<file path="src/rtl/memory_lcd_frame_controller_assert.svh">
// Assertion macros for the memory LCD frame controller.
// MLCD_ASSERT_IMP: same-cycle implication. MLCD_ASSERT_NXT: next-cycle implication.
`ifndef MEMORY_LCD_FRAME_CONTROLLER_ASSERT_SVH
`define MEMORY_LCD_FRAME_CONTROLLER_ASSERT_SVH
`ifndef SYNTHESIS
`define MLCD_ASSERT_IMP(label, clk, rst, ante, cons) \
  label: assert property (@(posedge clk) disable iff (rst) (ante) |-> (cons)) \
    else $error("mlcd assertion failed");
`define MLCD_ASSERT_NXT(label, clk, rst, ante, cons) \
  label: assert property (@(posedge clk) disable iff (rst) (ante) |=> (cons)) \
    else $error("mlcd assertion failed");
`else
`define MLCD_ASSERT_IMP(label, clk, rst, ante, cons)
`define MLCD_ASSERT_NXT(label, clk, rst, ante, cons)
`endif
`endif

</file>
<file path="src/rtl/mlcd_pkg.sv">
`timescale 1ns / 1ps
`default_nettype none
package mlcd_pkg;

  localparam int WIDTH_PIXELS_DEF = 160;
  localparam int HEIGHT_LINES_DEF = 68;

  localparam int BC_W   = 6;
  localparam int LINE_W = 8;
  localparam int PROD_W = 14;
  localparam int STEP_W = 4;

  localparam logic [BC_W-1:0] BC_PENDING = 6'd63;

  localparam logic [7:0] CMDB_UPDATE = 8'h01;
  localparam logic [7:0] CMDB_CLEAR  = 8'h04;
  localparam logic [7:0] BYTE_WHITE  = 8'hFF;
  localparam logic [7:0] BYTE_ZERO   = 8'h00;

  typedef enum logic [2:0] {
    CMD_SET_PIXEL = 3'd0,
    CMD_REFRESH   = 3'd1,
    CMD_CLEAR     = 3'd2,
    CMD_FILL      = 3'd3,
    CMD_VCOM_ONLY = 3'd4,
    CMD_BYTE_TICK = 3'd5
  } cmd_t;

  typedef enum logic [2:0] {
    KIND_IDLE    = 3'd0,
    KIND_REFRESH = 3'd1,
    KIND_CLEAR   = 3'd2,
    KIND_FILL    = 3'd3,
    KIND_VCOM    = 3'd4
  } kind_t;

  // Work class picked by the decode step
  typedef enum logic [1:0] {
    CLS_EMIT  = 2'd0,
    CLS_PIXEL = 2'd1,
    CLS_STORE = 2'd2,
    CLS_CLEAR = 2'd3
  } cls_t;

  typedef enum logic [2:0] {
    J_NEXT     = 3'd0,
    J_GOTO     = 3'd1,
    J_IN       = 3'd2,
    J_OUT      = 3'd3,
    J_CLR      = 3'd4,
    J_DISPATCH = 3'd5
  } jump_t;

  typedef logic [STEP_W-1:0] step_t;

  localparam step_t STEP_FETCH    = 4'd0;
  localparam step_t STEP_DECODE   = 4'd1;
  localparam step_t STEP_PIX_RD   = 4'd2;
  localparam step_t STEP_PIX_WR   = 4'd3;
  localparam step_t STEP_TICK_RD  = 4'd4;
  localparam step_t STEP_TICK_CAP = 4'd5;
  localparam step_t STEP_CLR      = 4'd6;
  localparam step_t STEP_EMIT     = 4'd7;
  localparam step_t STEP_RST_CLR  = 4'd8;

  typedef struct packed {
    logic accept;
    logic decode;
    logic mem_rd;
    logic pix_wr;
    logic cap_byte;
    logic clr_wr;
    logic emit;
  } ctrl_t;

  typedef struct packed {
    ctrl_t ctl;
    jump_t jmp;
    step_t target;
  } uword_t;

  typedef struct packed {
    logic in_fire;
    logic out_free;
    logic clr_done;
    cls_t cls;
  } seq_cond_t;

  // Microcode ROM
  function automatic uword_t ucode(input step_t step);
    uword_t w;
    w = '0;
    case (step)
      STEP_FETCH: begin
        w.ctl.accept = 1'b1;
        w.jmp = J_IN;
        w.target = STEP_DECODE;
      end
      STEP_DECODE: begin
        w.ctl.decode = 1'b1;
        w.jmp = J_DISPATCH;
        w.target = STEP_EMIT;
      end
      STEP_PIX_RD: begin
        w.ctl.mem_rd = 1'b1;
        w.jmp = J_NEXT;
        w.target = STEP_PIX_WR;
      end
      STEP_PIX_WR: begin
        w.ctl.pix_wr = 1'b1;
        w.jmp = J_GOTO;
        w.target = STEP_EMIT;
      end
      STEP_TICK_RD: begin
        w.ctl.mem_rd = 1'b1;
        w.jmp = J_NEXT;
        w.target = STEP_TICK_CAP;
      end
      STEP_TICK_CAP: begin
        w.ctl.cap_byte = 1'b1;
        w.jmp = J_GOTO;
        w.target = STEP_EMIT;
      end
      STEP_CLR: begin
        w.ctl.clr_wr = 1'b1;
        w.jmp = J_CLR;
        w.target = STEP_EMIT;
      end
      STEP_EMIT: begin
        w.ctl.emit = 1'b1;
        w.jmp = J_OUT;
        w.target = STEP_FETCH;
      end
      STEP_RST_CLR: begin
        w.ctl.clr_wr = 1'b1;
        w.jmp = J_CLR;
        w.target = STEP_FETCH;
      end
      default: begin
        w.jmp = J_GOTO;
        w.target = STEP_FETCH;
      end
    endcase
    return w;
  endfunction

  function automatic step_t dispatch_target(input cls_t cls);
    step_t s;
    case (cls)
      CLS_PIXEL: s = STEP_PIX_RD;
      CLS_STORE: s = STEP_TICK_RD;
      CLS_CLEAR: s = STEP_CLR;
      default:   s = STEP_EMIT;
    endcase
    return s;
  endfunction

endpackage
`default_nettype wire

</file>
<file path="src/rtl/mlcd_seq.sv">
`timescale 1ns / 1ps
`default_nettype none
module mlcd_seq (
  input  logic                 clk,
  input  logic                 rst,
  input  mlcd_pkg::seq_cond_t  cond,
  output mlcd_pkg::ctrl_t      ctl
);

  mlcd_pkg::step_t  pc;
  mlcd_pkg::step_t  pc_next;
  mlcd_pkg::uword_t uw;

  assign uw  = mlcd_pkg::ucode(pc);
  assign ctl = uw.ctl;

  always_comb begin
    case (uw.jmp)
      mlcd_pkg::J_NEXT:     pc_next = pc + 4'd1;
      mlcd_pkg::J_GOTO:     pc_next = uw.target;
      mlcd_pkg::J_IN:       pc_next = cond.in_fire ? uw.target : pc;
      mlcd_pkg::J_OUT:      pc_next = cond.out_free ? uw.target : pc;
      mlcd_pkg::J_CLR:      pc_next = cond.clr_done ? uw.target : pc;
      mlcd_pkg::J_DISPATCH: pc_next = mlcd_pkg::dispatch_target(cond.cls);
      default:              pc_next = mlcd_pkg::STEP_FETCH;
    endcase
  end

  // Reset starts in the store-clearing loop
  always_ff @(posedge clk) begin
    if (rst) begin
      pc <= mlcd_pkg::STEP_RST_CLR;
    end else begin
      pc <= pc_next;
    end
  end

endmodule
`default_nettype wire

</file>
<file path="config.mk">
export PLATFORM = sky130hd
export DESIGN_NAME = mlcd_seq
export DESIGN_NICKNAME = d
export VERILOG_FILES = /design/src/rtl/memory_lcd_frame_controller_assert.svh /design/src/rtl/mlcd_pkg.sv /design/src/rtl/mlcd_seq.sv
export SDC_FILE = /design/constraint.sdc
export NUM_CORES = 1
export LEC_CHECK = 0
export ABC_AREA = 1
export CAP_MARGIN = 20
export CORE_MARGIN = 2
export CORE_UTILIZATION = 39
export DETAILED_ROUTE_END_ITERATION = 16
export DONT_BUFFER_PORTS = 1
export PLACE_DENSITY = 0.63
export SLEW_MARGIN = 20
export SYNTH_ARGS = -nofsm -noshare
export SYNTH_HDL_FRONTEND = slang
export SYNTH_SLANG_ARGS = --single-unit
</file>
<file path="constraint.sdc">
create_clock -name clk -period 2.7 [get_ports clk]
set_input_delay 0.405 -clock clk [delete_from_list [all_inputs] [get_ports clk]]
set_output_delay 0.405 -clock clk [all_outputs]
set_load 0.1 [all_outputs]
</file>
Yosys cells after proc, flatten, opt, wreduce, memory -nomap -nowiden
Index checks and enable logic that the tools add are counted.
{"block": "classes", "n_addsub": 1, "eq_ne": 19, "muxes": 13, "reduce_logical": 6}
{"cell": "$pmux W7 S8", "count": 1}
{"cell": "$pmux W4 S6", "count": 1}
{"cell": "$eq A4 B3 Y1 const B", "count": 4}
{"cell": "$mux W4", "count": 3}
{"cell": "$pmux W3 S3", "count": 1}
{"cell": "$eq A4 B2 Y1 const B", "count": 2}
{"cell": "$mux W1", "count": 7}
{"cell": "$eq A3 B2 Y1 const B", "count": 2}
{"cell": "$eq A3 B3 Y1 const B", "count": 2}
{"cell": "$ne A2 B2 Y1 const B", "count": 3}
{"cell": "$reduce_or A2 Y1", "count": 3}
{"cell": "$add A4 B1 Y4 const B", "count": 1}
{"cell": "$eq A2 B2 Y1 const B", "count": 2}
{"cell": "$eq A4 B1 Y1 const B", "count": 1}
{"cell": "$eq A4 B4 Y1 const B", "count": 1}
{"cell": "$logic_not A4 Y1", "count": 1}
{"cell": "$eq A3 B1 Y1 const B", "count": 1}
{"cell": "$logic_not A3 Y1", "count": 1}
{"cell": "$reduce_and A3 Y1", "count": 1}
{"cell": "$eq A2 B1 Y1 const B", "count": 1}
{"block": "totals", "register_bits": 4, "output_inout_bits": 7}

Depth between registers and ports, before layout
{"block": "logic_depth", "word_depth": 6, "mapped_depth": 13, "ltp_nobuf": 13}

Least setup slack after synthesis
OpenSTA, ideal clock, no wires.
{"block": "synth_timing", "path_type": "register to register", "startpoint": "register pc[0]", "endpoint": "register pc[0]", "setup_time_ns": 0.070, "t_arrival_ns": 3.316, "t_required_ns": 2.630, "slack_ns": -0.686, "path_stages_with_launch": 11, "path_buffers": 0, "synth_period_minus_slack_ns": 3.386, "cell_sequence": "dfxtp_1 -> inv_1 -> ha_1 -> inv_1 -> o21ai_0 -> nor3_1 -> nand2_1 -> nand3_1 -> nand3_1 -> nand2_1 -> a21oi_1"}
{"block": "synth_between", "elab_chain_cells": 6, "word_cells_on_any_way": 26, "classes_between": "1 x add/sub; 16 x eq/ne; 5 x mux; 4 x reduce/logical"}
{"item": "start: declaration", "line": "mlcd_seq.sv:10", "rtl": "mlcd_pkg::step_t pc;"}
{"item": "start signal: assignment", "line": "mlcd_seq.sv:32", "rtl": "pc <= mlcd_pkg::STEP_RST_CLR;"}
{"item": "start signal: assignment", "line": "mlcd_seq.sv:34", "rtl": "pc <= pc_next;"}
{"item": "$eq A4 B3 Y1 or $eq A4 B2 Y1 (tied branches)", "line": "mlcd_pkg.sv:93", "rtl": "case (step)"}
{"item": "$reduce_or A2 Y1 (no source line)"}
{"item": "$pmux W7 S8", "line": "mlcd_pkg.sv:93"}
{"item": "$eq A3 B2 Y1 or $eq A3 B3 Y1 (tied branches)", "line": "mlcd_seq.sv:18", "rtl": "case (uw.jmp)"}
{"item": "$ne A2 B2 Y1 (no source line)"}
{"item": "$reduce_and A3 Y1 (no source line)"}
Several ways; a longest one is shown, not always the timed one. The select of a mux whose other input is x is not followed.
A chain may end at the register's enable or synchronous reset.

==> out/results.txt <==
For the internal power contribution, the log shows 0.329 mW. The buffers inserted during post-CTS setup optimization was 0. The finished cells cover 703 um^2. The register with the most flip-flops in the layout has 4 of them. The logs give 0 for the count of nets left with antenna violations after detail routing and 611 um^2 for the cell area after technology mapping. For the initial antenna violation count, the log shows 0. Sequential cells account for 11.9% of the total power. At the worst endpoint, the arrival time is 1480 ps. After layout, the worst path uses 69.7% of the clock period.

The leading register cell type out of synthesis was dfxtp_1. Pin placement for this block handled 14 I/O pins. STA classifies the critical path endpoint as an output port. Setup repair after global routing left no endpoint under its margin.

The largest registers in the layout are pc (4). After clock tree synthesis, the clock-pin slew on the worst setup and hold paths is 40 ps. Counting the buffers created by CTS gives 3. The worst hold-check path type was in -> reg. No sink is reached through more buffers than the 2 on the longest clock path.

The flop and latch count out of synthesis was 4; the number of DRC markers after the initial detailed-route iteration was 19. Number of max-slew violations in the final report: 0. The run gives 239 ps as the hold slack. The overall die width was 43.6 um; the pre-CTS setup slack was 903 ps. The number of synthesized flops with an enable pin is 0.

The logs give 0 for the number of resized instances in the post-cts repair step and 0 ps for the summed negative setup slack over all endpoints. For this block, the routed nets add up to 1320 um of wire. Yosys mapped the design onto 25 distinct sky130hd cell types.

The relative area change from synthesis to final layout is 15.2%. For the via count of the first global-routing pass, the log shows 563. The number of nets in the synthesized netlist is 108. The clock network power share came out at 8.2%.

The biggest area contributor in the post-synthesis netlist is dfxtp_1. The run gives 13.1% as the fraction of the yosys area taken by sequential cells. The tree is rooted in a clkbuf_4.

At the end of the flow the core is filled with cells to 47.2%. The tools report the final instance count without filler cells as 122. The average footprint of a synthesized cell was 6.29 um^2; the instance area after placement was 681 um^2. The total core area came out at 0.00149 mm^2. The time the worst path needs with I/O delays and setup is 1880 ps, and the yosys synthesis warning count is 0. The run gives 650 as the number of vias after detailed routing.

STA classifies the critical path startpoint as a flip-flop. The final setup violation count is 0. The analysis attributes to cell leakage a power of 0.354 nW.

Remaining design rule violation count: 0. The share of total power dissipated in combinational logic is 79.9%. Clock tree synthesis found a total of 4 sinks. The final layout contains 119 nets. The number of antenna diodes in the final layout is 0. Across every metal layer, demand over resource in global routing totals 14.1%. Row generation in the floorplan step produced 14 rows. After detailed routing, the average wire length per cell comes to 10.8 um. For this run the aggregate overflow at the end of global routing stands at 0.

For the pin with the worst max-slew slack, the measured transition is 423 ps. The die covers 0.00190 mm^2. Power spread over the standard cell area amounts to 1270 mW/mm^2. The first detailed-routing pass ran for 4 iterations. After layout, the worst setup slack is 817 ps. Derived from the worst setup path, the maximum achievable clock frequency is 531 MHz. The layout cell share with drive strength beyond 1 was 34.0%.

Ranked by instance count, the synthesized netlist is headed by nand2_1, nand3_1, inv_1. The run gives 0.568 mW as the net switching power of the design. The first global-routing pass estimated 2150 um of wire.

For this run, asynchronously set or reset flops after synthesis account for 0%. The run gives 9 as the maximum number of pins on one net before global-route repair. The register with the most flip-flops is pc. By instance count, the leading cell after synthesis is nand2_1.

Net switching is 63.3% of the power. The clock latency reported for the late side of the worst-skew pair is 230 ps. For the number of H-tree levels, the log shows 1. After detailed routing, the number of vias per cell comes to 5.33. The worst-case IR drop observed on VDD is 0.000490 V.

For the final database, setup skew stands at 0.663 ps. The worst max-slew margin expressed relative to the limit is 71.7%, and the final-report hold violation count is 0. The HPWL reported at the end of detailed placement was 1080 um. Max-cap violations in this run came to 0. The top cell type by area accounts for 13.1% of the synthesized area.

TritonCTS built the clock tree. The total of buffers placed on input and output ports is 0. The flow ran to the end, and the final reports show no timing, DRC or antenna violations.

The die is 43.6 um tall. For the starting utilization of the core area, the log shows 41.0%. By startpoint and endpoint, the worst setup path is classified as reg -> out.

Sorting the synthesized cells by area gives the leading types as dfxtp_1, nand3_1, nand2_1, ha_1, nand2_2. Of all nets on the critical path, the largest fanout is 5. The post-placement cell count was 119; the hold buffer count at cts was 0. For the global placement routability congestion, the log shows 0.852. Synthesis produced a netlist whose cell count is 97.

Overall power consumption after layout is estimated at 0.896 mW. For the worst endpoint required time, the log shows 2300 ps.
-- area by class of cell --
| class | count | area (um^2) |
|---|---|---|
| repair buffers | 7 | 52.6 |
| inverters | 16 | 62.6 |
| flip-flops and latches | 4 | 80.1 |
| well taps | 16 | 20.0 |
| fillers | 156 | 786 |
| clock buffers | 3 | 22.5 |
| multi-input cells | 76 | 465 |
-- power groups by stage --
stage / sequential (mW) / combinational [mW] / clock [mW]
after CTS: 0.106 / 0.717 / 0.0760
after global routing: 0.109 / 0.779 / 0.0773
after detailed placement: 0.107 / 0.715 / 0
final: 0.107 / 0.716 / 0.0733
after floorplan: 0.0961 / 0.605 / 0
after global placement: 0.107 / 0.717 / 0
-- kinds of logic (layout without fill, tap and decap cells) --
family,after synthesis,in the layout,share of synthesized area [%]
compound gates,10,10,10.5
flops,4,4,13.1
fa+ha+maj,4,4,8.20
buf+inv,17,26,12.1
xor+xnor,2,2,2.87
simple gates,60,60,53.3
-- metal layers --
layer  share of wire [%]  routed length, um  vias up  global-route usage (%)
met3                 6.1                 81        0                    1.25
met4                   0                  0        0                    1.82
met2                  49                644       26                    24.4
li1                    -                  -      342                       -
met1                  45                593      282                    19.4
met5                   0                  0        -                       0
-- critical path, cell delays in order, from the launching register on --
cell	delay (ps)
dfxtp_1	340
inv_1	110
ha_1	240
inv_1	100
o21ai_2	160
buf_4	310
-- cell usage in the layout (no fill, tap or decap), types with 3 or more instances in the layout --
cell / instances
inv_2: 6
clkbuf_4: 3
dfxtp_1: 4
buf_4: 7
inv_1: 9
nand3_2: 3
nor2_4: 3
nand2_2: 6
nor2_2: 4
nand4_1: 4
nand2_1: 18
nand3_1: 14
a21oi_1: 3
nor2_1: 4
ha_1: 4
-- final timing paths --
check / startpoint / endpoint / slack (ps) / cells after the start
worst min-delay path: rst / pc[0] / 240 / 1
worst min register to register: pc[0] / pc[0] / 510 / 2
worst max-delay path: pc[0] / ctl[4] / 820 / 5
worst max register to register: pc[1] / pc[0] / 910 / 11
Note: power is estimated with default switching activity, not from simulation.
